File: src/rtl/core/b2d_pkg.sv
// Shared types and constants for the binary to decimal digit converter.
`timescale 1ns / 1ps

package b2d_pkg;

  // Input transfer: one signed 128-bit value as two 64-bit words.
  typedef struct packed {
    logic signed [63:0] value_high;
    logic        [63:0] value_low;
  } req_t;

  // Output transfer: one symbol of the decimal run.
  typedef struct packed {
    logic [3:0] symbol;
    logic       final_symbol;
  } sym_t;

  // Commands broadcast to every digit cell.
  typedef struct packed {
    logic clear;    // load zero
    logic dabble;   // adjust and shift one binary bit in
    logic advance;  // move digits one cell toward the top
  } cell_cmd_t;

  localparam logic [3:0] MINUS_SYMBOL = 4'd10;
  localparam logic [3:0] ADJ_LIMIT    = 4'd5;
  localparam logic [3:0] ADJ_ADD      = 4'd3;

endpackage

File: src/rtl/core/b2d_cell.sv
// One BCD digit cell of the shift-and-add-3 chain.
`timescale 1ns / 1ps

module b2d_cell (
  input  logic                 clk,
  input  b2d_pkg::cell_cmd_t   cmd,
  input  logic                 bin_in,
  input  logic [3:0]           dig_in,
  output logic                 carry_out,
  output logic [3:0]           digit
);

  logic [3:0] adj;

  // Add three ahead of the doubling so the digit carries at ten.
  assign adj       = (digit >= b2d_pkg::ADJ_LIMIT) ? (digit + b2d_pkg::ADJ_ADD) : digit;
  assign carry_out = adj[3];

  always_ff @(posedge clk) begin
    if (cmd.clear) begin
      digit <= 4'd0;
    end else if (cmd.dabble) begin
      digit <= {adj[2:0], bin_in};
    end else if (cmd.advance) begin
      digit <= dig_in;
    end
  end

endmodule

File: src/rtl/core/binary_to_decimal_digits.sv
// Top level: signed binary value to a run of decimal symbols.
`timescale 1ns / 1ps

// Channel  Direction  Handshake            Payload
// req      in         req_valid/req_stall  b2d_pkg::req_t (value_high, value_low)
// sym      out        sym_valid/sym_stall  b2d_pkg::sym_t (symbol, final_symbol)
//
// An item is loaded, then shifted bit by bit by shift-and-add-3 into the row of NDIG
// digit cells (one bit per cycle); a negative item then gets a minus symbol, and the
// digits are walked out of the top cell (leading zeros dropped, one per cycle).
// Reset (rst, synchronous) returns the sequencer to idle and empties the output register.
// A stall on sym holds the walk; req is stalled from acceptance until the last symbol
// is loaded into the output register.

module binary_to_decimal_digits #(
  parameter int VALUE_BITS = 128
) (
  input  logic           clk,
  input  logic           rst,
  input  logic           req_valid,
  output logic           req_stall,
  input  b2d_pkg::req_t  req,
  output logic           sym_valid,
  input  logic           sym_stall,
  output b2d_pkg::sym_t  sym
);

  // Digits of 2**VALUE_BITS; log10(2) ~ 1233/4096.
  localparam int NDIG   = ((VALUE_BITS * 1233) / 4096) + 1;
  localparam int CNT_W  = $clog2(NDIG + 1);
  localparam int BIT_W  = $clog2(VALUE_BITS + 1);

  typedef enum logic [3:0] {
    S_IDLE  = 4'b0001,
    S_SHIFT = 4'b0010,
    S_SIGN  = 4'b0100,
    S_EMIT  = 4'b1000
  } state_t;

  state_t                  state, state_next;
  logic [VALUE_BITS-1:0]   mag;          // magnitude still to be shifted in
  logic                    negative;
  logic [BIT_W-1:0]        bits_left;
  logic [CNT_W-1:0]        remaining;    // digits still held in the chain
  logic                    leading;      // no digit emitted yet for this item

  logic [VALUE_BITS-1:0]   fitted;
  logic [VALUE_BITS-1:0]   fitted_mag;
  logic                    req_xfer;
  logic                    slot_free;
  logic                    load_sym;
  b2d_pkg::sym_t           sym_next;
  b2d_pkg::cell_cmd_t      cmd;

  logic [NDIG-1:0]         carry;
  logic [3:0]              digit [NDIG];
  logic [3:0]              top_digit;
  logic                    skip_zero;

  // Keep the low VALUE_BITS bits; the top one of them is the sign.
  assign fitted     = VALUE_BITS'({req.value_high, req.value_low});
  assign fitted_mag = fitted[VALUE_BITS-1] ? (~fitted + VALUE_BITS'(1)) : fitted;

  assign req_stall = (state != S_IDLE);
  assign req_xfer  = req_valid && !req_stall;
  assign slot_free = !sym_valid || !sym_stall;

  // Only zeros ahead of the first emitted digit are dropped; the last digit always goes.
  assign top_digit = digit[NDIG-1];
  assign skip_zero = leading && (top_digit == 4'd0) && (remaining > CNT_W'(1));

  // Row of digit cells; data moves toward the top in both modes.
  for (genvar i = 0; i < NDIG; i++) begin : g_cell
    if (i == 0) begin : g_first
      b2d_cell u_cell (
        .clk       (clk),
        .cmd       (cmd),
        .bin_in    (mag[VALUE_BITS-1]),
        .dig_in    (4'd0),
        .carry_out (carry[i]),
        .digit     (digit[i])
      );
    end else begin : g_rest
      b2d_cell u_cell (
        .clk       (clk),
        .cmd       (cmd),
        .bin_in    (carry[i-1]),
        .dig_in    (digit[i-1]),
        .carry_out (carry[i]),
        .digit     (digit[i])
      );
    end
  end

  // Sequencer: pick the cell command, the next state and any symbol to load.
  always_comb begin
    state_next = state;
    cmd        = '0;
    load_sym   = 1'b0;
    sym_next   = '0;
    case (state)
      S_IDLE: begin
        if (req_xfer) begin
          cmd.clear  = 1'b1;
          state_next = S_SHIFT;
        end
      end
      S_SHIFT: begin
        cmd.dabble = 1'b1;
        if (bits_left == BIT_W'(1)) begin
          state_next = negative ? S_SIGN : S_EMIT;
        end
      end
      S_SIGN: begin
        if (slot_free) begin
          load_sym            = 1'b1;
          sym_next.symbol     = b2d_pkg::MINUS_SYMBOL;
          sym_next.final_symbol = 1'b0;
          state_next          = S_EMIT;
        end
      end
      S_EMIT: begin
        if (skip_zero) begin
          // Drop a leading zero without producing a symbol.
          cmd.advance = 1'b1;
        end else if (slot_free) begin
          cmd.advance           = 1'b1;
          load_sym              = 1'b1;
          sym_next.symbol       = top_digit;
          sym_next.final_symbol = (remaining == CNT_W'(1));
          if (remaining == CNT_W'(1)) begin
            state_next = S_IDLE;
          end
        end
      end
      default: begin
        state_next = S_IDLE;
      end
    endcase
  end

  always_ff @(posedge clk) begin
    if (rst) begin
      state     <= S_IDLE;
      sym_valid <= 1'b0;
    end else begin
      state <= state_next;
      if (load_sym) begin
        sym_valid <= 1'b1;
      end else if (slot_free) begin
        sym_valid <= 1'b0;
      end
    end
  end

  // Datapath registers: magnitude, sign, counters and the output symbol.
  always_ff @(posedge clk) begin
    if (load_sym) begin
      sym <= sym_next;
    end
    if (req_xfer) begin
      leading <= 1'b1;
    end else if (load_sym && (state == S_EMIT)) begin
      leading <= 1'b0;
    end
    if (req_xfer) begin
      mag       <= fitted_mag;
      negative  <= fitted[VALUE_BITS-1];
      bits_left <= BIT_W'(VALUE_BITS);
      remaining <= CNT_W'(NDIG);
    end else if (state == S_SHIFT) begin
      mag       <= {mag[VALUE_BITS-2:0], 1'b0};
      bits_left <= bits_left - BIT_W'(1);
    end else if (cmd.advance) begin
      remaining <= remaining - CNT_W'(1);
    end
  end

`ifndef SYNTHESIS
  a_count_held_in_shift : assert property (@(posedge clk) disable iff (rst)
    (state == S_SHIFT) |-> (remaining == CNT_W'(NDIG)))
    else $error("digit count moved during conversion");

  a_emit_has_digits : assert property (@(posedge clk) disable iff (rst)
    (state == S_EMIT) |-> (remaining != CNT_W'(0)))
    else $error("emit phase with no digits left");

  a_minus_not_final : assert property (@(posedge clk) disable iff (rst)
    (sym_valid && (sym.symbol == b2d_pkg::MINUS_SYMBOL)) |-> !sym.final_symbol)
    else $error("minus sign flagged as final symbol");

  a_symbol_range : assert property (@(posedge clk) disable iff (rst)
    sym_valid |-> (sym.symbol <= b2d_pkg::MINUS_SYMBOL))
    else $error("symbol code out of range");

  a_final_ends_item : assert property (@(posedge clk) disable iff (rst)
    (load_sym && sym_next.final_symbol) |=> (state == S_IDLE))
    else $error("last symbol loaded but sequencer not idle");
`endif

endmodule
File: config.mk
export PLATFORM = sky130hd
export DESIGN_NAME = binary_to_decimal_digits
export DESIGN_NICKNAME = d
export VERILOG_FILES = /design/src/rtl/core/b2d_pkg.sv /design/src/rtl/core/b2d_cell.sv /design/src/rtl/core/binary_to_decimal_digits.sv
export SDC_FILE = /design/constraint.sdc
export NUM_CORES = 1
export LEC_CHECK = 0
export BUFFER_PORTS_ARGS = -buffer_cell sky130_fd_sc_hd__buf_4
export CAP_MARGIN = 5
export CORE_UTILIZATION = 63
export CTS_BUF_LIST = sky130_fd_sc_hd__clkbuf_2 sky130_fd_sc_hd__clkbuf_4 sky130_fd_sc_hd__clkbuf_8
export DETAILED_ROUTE_END_ITERATION = 8
export GPL_TIMING_DRIVEN = 0
export PLACE_DENSITY = 0.87
export SYNTH_ARGS = -nofsm -noshare
export SYNTH_HDL_FRONTEND = slang
export SYNTH_SLANG_ARGS = --single-unit
File: constraint.sdc
create_clock -name clk -period 5.8 [get_ports clk]
set_clock_uncertainty 0.1 [all_clocks]
set_input_delay 0.58 -clock clk [delete_from_list [all_inputs] [get_ports clk]]
set_output_delay 0.58 -clock clk [all_outputs]
set_load 0.03 [all_outputs]
==> run summary, run 1 <==
CTS hold repair buffers = 0
RSZ-0062 raised after global routing = no
most common cell after layout, fill and taps aside = nand2_1
register bit total from synthesis = 310
fin nets = 2694
global-route wire length before repair = 95000 um
Fmax = 254 MHz
Slew @ Worst Pin = 1290 ps
Core ar. = 29700 sq um
DRC violations left = 0
CTS Buffer Depth = 3
largest family of logic cells by synthesized area = compound AO/OA/AOI/OAI gates
clock slew at reported path FFs = 60 ps
Vias = 19000
Port Buffers = 137
cell row count = 63
initial antenna violation count = 0
Initial Utilization = 64.2%
vias per inst = 6.54
number of global-route vias before repair = 18300
drt first pass iters = 7
fin. max-slew vios = 0
critical path endpoint category = flop
Cell Count, Final, Fillers Out = 2910
CTS buffer count = 51
CTS Root Cell = clkbuf_8
Die H = 176 um
CP Data Arrival Time = 4050 ps
WHS = 107 ps
setup slack, reg-to-reg = 1870 ps
fill count = 2270
FF-to-FF path depth = 8
status = finished, final reports clean
CP startpoint kind = flop
Netlist cell types = 59
clk sinks = 310
FFs w/ async S/R, synth = 0%
die width = 176 um
compound-gate portion of the synthesized area = 22.4%
Placed Cells = 2815
Synth Area in Simple Gates = 20.1%
adder-cell share of the synthesized area = 5.51%
Cells after Synth = 2286
Iteration-0 DRC Markers = 1865
Die ar. = 31000 sq um
total grt overflow = 0
layout cells sized above 1 = 10.6%
Yosys Warn Count = 0
Routed WL per cell = 20.9 um
Syn-to-layout area delta = 14.2%
Inserted Diodes = 0
Power Density = 314 nW/um^2
Hold Crit Depth = 2
Resized cells post-CTS = 0
worst-skew pair later-pin latency = 600 ps
static leakage = 0.00760 uW
I/O pin count = 139
HPWL after DPL = 44500 um
Setup violations, final = 0
Placer Congestion = 1.00
Post-Synth XOR/XNOR Area = 7.67%
GR Util All Layers = 38.6%
Post-synth EDFFs = 134
VDD IR max = 0.291 mV
Fin. Hold Viols = 0
syn nets = 2502
worst rel slew slack = 13.3%
Post-DRT Antenna Nets = 0
min cycle time layout = 3930 ps
number of H-tree levels = 2
Crit Path Category = reg2reg
final wirelength = 60700 um
Cell Area, Synth = 19100 sq um
synthesized area per cell = 8.34 sq um
mux cell area share after synthesis = 0.269%
Seq/Total Area, Yosys = 39.6%
total of max-cap violations = 0
Top FF cell, synth = dfxtp_1
Critical Path RT = 5910 ps
Critical Path Fanout Max = 10
Hold Path Class = in2reg
fin crit share = 67.8%
commonest non-fill, non-tap cells in the layout = nand2_1, o21ai_0, a21oi_1, dfxtp_1, buf_4
largest net degree at the start of global routing = 72
CTS tree = done
number of post-CTS setup repair buffers = 0
[report_power, final]
part | total, uW | switching, uW | internal, uW
clock network | 2120 | 925 | 1190
registers | 3050 | 150 | 2900
logic | 1670 | 1190 | 484
[worst paths after layout]
kind	from	to
max reg2reg	state[2]	negative
min reg2reg	leading	leading
max	state[2]	negative
min	rst	sym_valid
[metal layers]
layer  vias up  track usage, %  wire length [um]
met3       201            6.35              5400
li1       8740               -                 -
met5         -               0                 0
met4         0            17.8              2440
met1      8984            47.5             23700
met2      1101            66.3             29100
[state kept, by name, indices dropped and copies added, names as in the netlist]
name / count
leading: 1
sym_valid: 1
negative: 1
state: 4
sym: 5
bits_left: 8
g_cell.g_rest.u_cell.digit: 152
mag: 128
g_cell.g_first.u_cell.digit: 4
remaining: 6
[synthesized netlist by cell type, types with 7 or more instances]
library cell	instances	area [sq um]
a21oi_1	246	1230
a22oi_1	38	285
a32oi_1	38	333
and3_1	8	50.1
buf_1	9	33.8
buf_2	9	45.0
clkbuf_1	98	368
dfxtp_1	176	3520
edfxtp_1	134	4020
ha_1	84	1050
inv_1	88	330
nand2_1	292	1100
nand2b_1	46	288
nand3_1	32	160
nand4_1	27	169
nor2_1	129	484
nor3_1	75	375
nor3b_1	43	323
nor4_1	33	206
nor4b_1	7	61.3
o21ai_0	275	1380
o22ai_1	75	469
o31ai_1	29	218
o41ai_1	18	158
or3_1	21	131
or4_1	15	113
xnor2_1	48	420
xor2_1	119	1040
[critical path, cell delays in order, from the launching register on]
cell and delay (ps):
dfxtp_1 290, clkbuf_1 160, nor4b_1 560, nand2_1 310, clkbuf_8 270, inv_1 100, clkbuf_1 560, clkbuf_1 640
clkbuf_1 570
[per-stage QoR]
stage	power, uW	util, %	cell area (sq um)	setup TNS [ps]	worst slack (ps)
after global routing	7120	73.3	21800	0	1600
final	6840	73.3	21800	0	1870
after CTS	6810	73.3	21800	0	1870
after floorplan	4090	-	19100	0	886
after global placement	4670	69.3	20600	-117280	-930
after detailed placement	4730	69.5	20600	0	1510
[area by class of cell]
cell class | instances | area, sq um | area share, %
flip-flops and latches | 310 | 7550 | 34.7
inverters | 88 | 330 | 1.52
repair buffers | 139 | 1080 | 4.98
clock inverters | 22 | 213 | 0.977
clock buffers | 73 | 911 | 4.18
well taps | 390 | 488 | 2.24
plain buffers | 123 | 528 | 2.43
multi-input cells | 1765 | 10700 | 49.0
[cells by family after synthesis]
| kind of cell | count (synthesis) |
|---|---|
| simple gates | 766 |
| compound gates | 743 |
| flops | 310 |
| buf+inv | 211 |
| xor+xnor | 167 |
| fa+ha+maj | 84 |
| mux | 5 |
(Power assumes the default switching activity.)
==> inputs of run 2 (changes only) <==
- clock period: 5.8 -> 4.1 ns (I/O delays scaled with it)
==> run 2 against run 1 <==
Effect of this change: critical path type unchanged; via count increased by 0.96%; first-iteration DRC count increased by 19%; combinational power increased by 41%.
==> run summary, run 2 (synthesized netlist as in run 1, its figures left out) <==
number of H-tree levels = 2 (unchanged)
Initial Utilization = 64.2% (unchanged)
CTS Root Cell = clkbuf_8
Crit Path Category = reg2reg
HPWL after DPL = 43700 um (-1.8%)
Worst Path Buf+Inv = 6 (unchanged)
total of max-cap violations = 0 (unchanged)
Die ar. = 31000 sq um (unchanged)
layout cells sized above 1 = 10.9% (+0.26 points)
Hold Crit Depth = 3 (+1)
Slew @ Worst Pin = 1190 ps (-99.6 ps)
share of power burned in combinational logic = 23.8% (-0.6 points)
drt first pass iters = 8 (+1)
fin. max-slew vios = 0 (unchanged)
clock slew at reported path FFs = 70 ps (about the same)
global-route wire length before repair = 95000 um (about the same)
final wirelength = 60700 um (about the same)
max reg flops = 152 (unchanged)
total grt overflow = 0 (unchanged)
Fin. Hold Viols = 0 (unchanged)
worst rel slew slack = 20.0% (+6.7 points)
Resized cells post-CTS = 0 (unchanged)
CP Data Arrival Time = 4090 ps (+40 ps)
RSZ-0062 raised after global routing = no
Port Buffers = 137 (unchanged)
number of post-CTS setup repair buffers = 0 (unchanged)
Syn-to-layout area delta = 14.8%
CTS hold repair buffers = 3 (+3)
fin worst setup slack = 157 ps (-1710 ps)
most frequent CP cell = clkbuf_1
min cycle time layout = 3940 ps (+8.91 ps)
setup slack, reg-to-reg = 160 ps (-1710 ps)
initial antenna violation count = 0 (unchanged)
Iteration-0 DRC Markers = 2222 (+19%)
Post-DRT Antenna Nets = 0 (unchanged)
switching portion of total power = 32.7% (-0.39 points)
Die H = 176 um (unchanged)
critical path cell sequence = clkbuf_1 -> nor4b_1 -> nand2_1 -> clkbuf_8 -> inv_1 -> clkbuf_1 -> clkbuf_1 -> clkbuf_1
Critical R2R Capture = negative
status = finished, final reports clean
Largest stage delay, worst path = 650 ps (about the same)
CTS buffer count = 52 (+2.0%)
most common cell after layout, fill and taps aside = nand2_1
CTS Buffer Depth = 3 (unchanged)
pre-CTS setup slack = -44.6 ps (-1550 ps)
Critical Path RT = 4250 ps (-1660 ps)
CP delay by family, top = buffers and inverters
CP startpoint kind = flop
Vias = 19200 (+0.96%)
Power Density = 454 nW/um^2 (+45%)
largest net degree at the start of global routing = 129 (+79%)
fin nets = 2697 (+0.11%)
Total Power = 9940 uW (+45%)
number of global-route vias before repair = 18500 (+0.88%)
die width = 176 um (unchanged)
Largest regs = g_cell.g_rest.u_cell.digit x152, mag x128, bits_left x8
commonest non-fill, non-tap cells in the layout = nand2_1, o21ai_0, a21oi_1, dfxtp_1, buf_4
cell row count = 63 (unchanged)
CTS tree = done
min-delay src = req[0]
Internal Pwr Total = 6690 uW (+46%)
fin crit share = 96.2% (+28 points)
vias per inst = 6.59 (+0.82%)
slowest CP cell = clkbuf_1
static leakage = 0.00765 uW (+0.68%)
Placer Congestion = 0.999 (-0.46%)
P_sw = 3250 uW (+44%)
sequential power share = 43.5% (-1.1 points)
DRC violations left = 0 (unchanged)
Clk pwr share = 32.7% (+1.7 points)
Biggest register = g_cell.g_rest.u_cell.digit
Crit. path cell count = 8 (unchanged)
Fmax = 254 MHz (-0.23%)
Critical Path Fanout Max = 10 (unchanged)
Critical R2R Launch = state[2]
I/O pin count = 139 (unchanged)
Setup violations, final = 0 (unchanged)
worst-skew pair later-pin latency = 610 ps (about the same)
Hold Path Sink = mag[0]
VDD IR max = 0.387 mV (+33%)
FF-to-FF path depth = 8 (unchanged)
Routed WL per cell = 20.8 um (-0.12%)
Hold Path Class = in2reg
critical path endpoint category = flop
Core ar. = 29700 sq um (unchanged)
clk sinks = 310 (unchanged)
GR Util All Layers = 38.5% (-0.15 points)
[run 2: layout make-up]
| cell class | instances | area [sq um] |
|---|---|---|
| timing repair buffer | 141 | 1090 |
| tap | 390 | 488 |
| multi-input combinational | 1765 | 10700 |
| sequential | 310 | 7550 |
| clock buffer | 84 | 1040 |
| inverter | 88 | 330 |
| antenna | 1 | 2.50 |
| fill | 2189 | 7830 |
| clock inverter | 12 | 191 |
| buffer | 123 | 528 |
[run 2: worst max-delay path by stage]
stage | from | end
final | state[2] | negative
after global routing | state[2] | negative
after global placement | state[2] | mag[95]
after floorplan | state[2] | mag[0]
after detailed placement | req[26] | mag[96]
after CTS | state[2] | negative
[run 2: through the flow]
stage | util [%] | area, sq um | hold slack [ps] | cells | TNS, ps
6_report | 73.7 | 21900 | 79.2 | 2914 | 0
5_1_grt | 73.7 | 21900 | 61.9 | 2913 | 0
4_1_cts | 73.7 | 21900 | 55.7 | 2913 | 0
3_5_place_dp | 69.4 | 20600 | 343 | 2814 | -44.6
3_3_place_gp | 69.3 | 20600 | 333 | 2813 | -108020
2_1_floorplan | - | 19100 | 323 | 2286 | 0
[run 2: metal layers]
layer  vias up  global-route usage [%]  routed length [um]
li1       8761                       -                   -
met1      9096                    47.3               23800
met2      1135                    65.2               28700
met3       216                    7.11                5750
met4         0                    18.2                2510
met5         -                       0                   0
[run 2: worst min-delay path: stages]
cell and delay, ps:
buf_4 110, inv_1 60, nor2_1 90
[run 2: power groups by stage]
stage          Sequential [uW]  Combinational, uW  Clock (uW)
2_1_floorplan             4330               1440           0
3_3_place_gp              4390               2170           0
3_5_place_dp              4370               2310           0
4_1_cts                   4320               2320        3250
5_1_grt                   4360               2580        3390
6_report                  4320               2360        3250
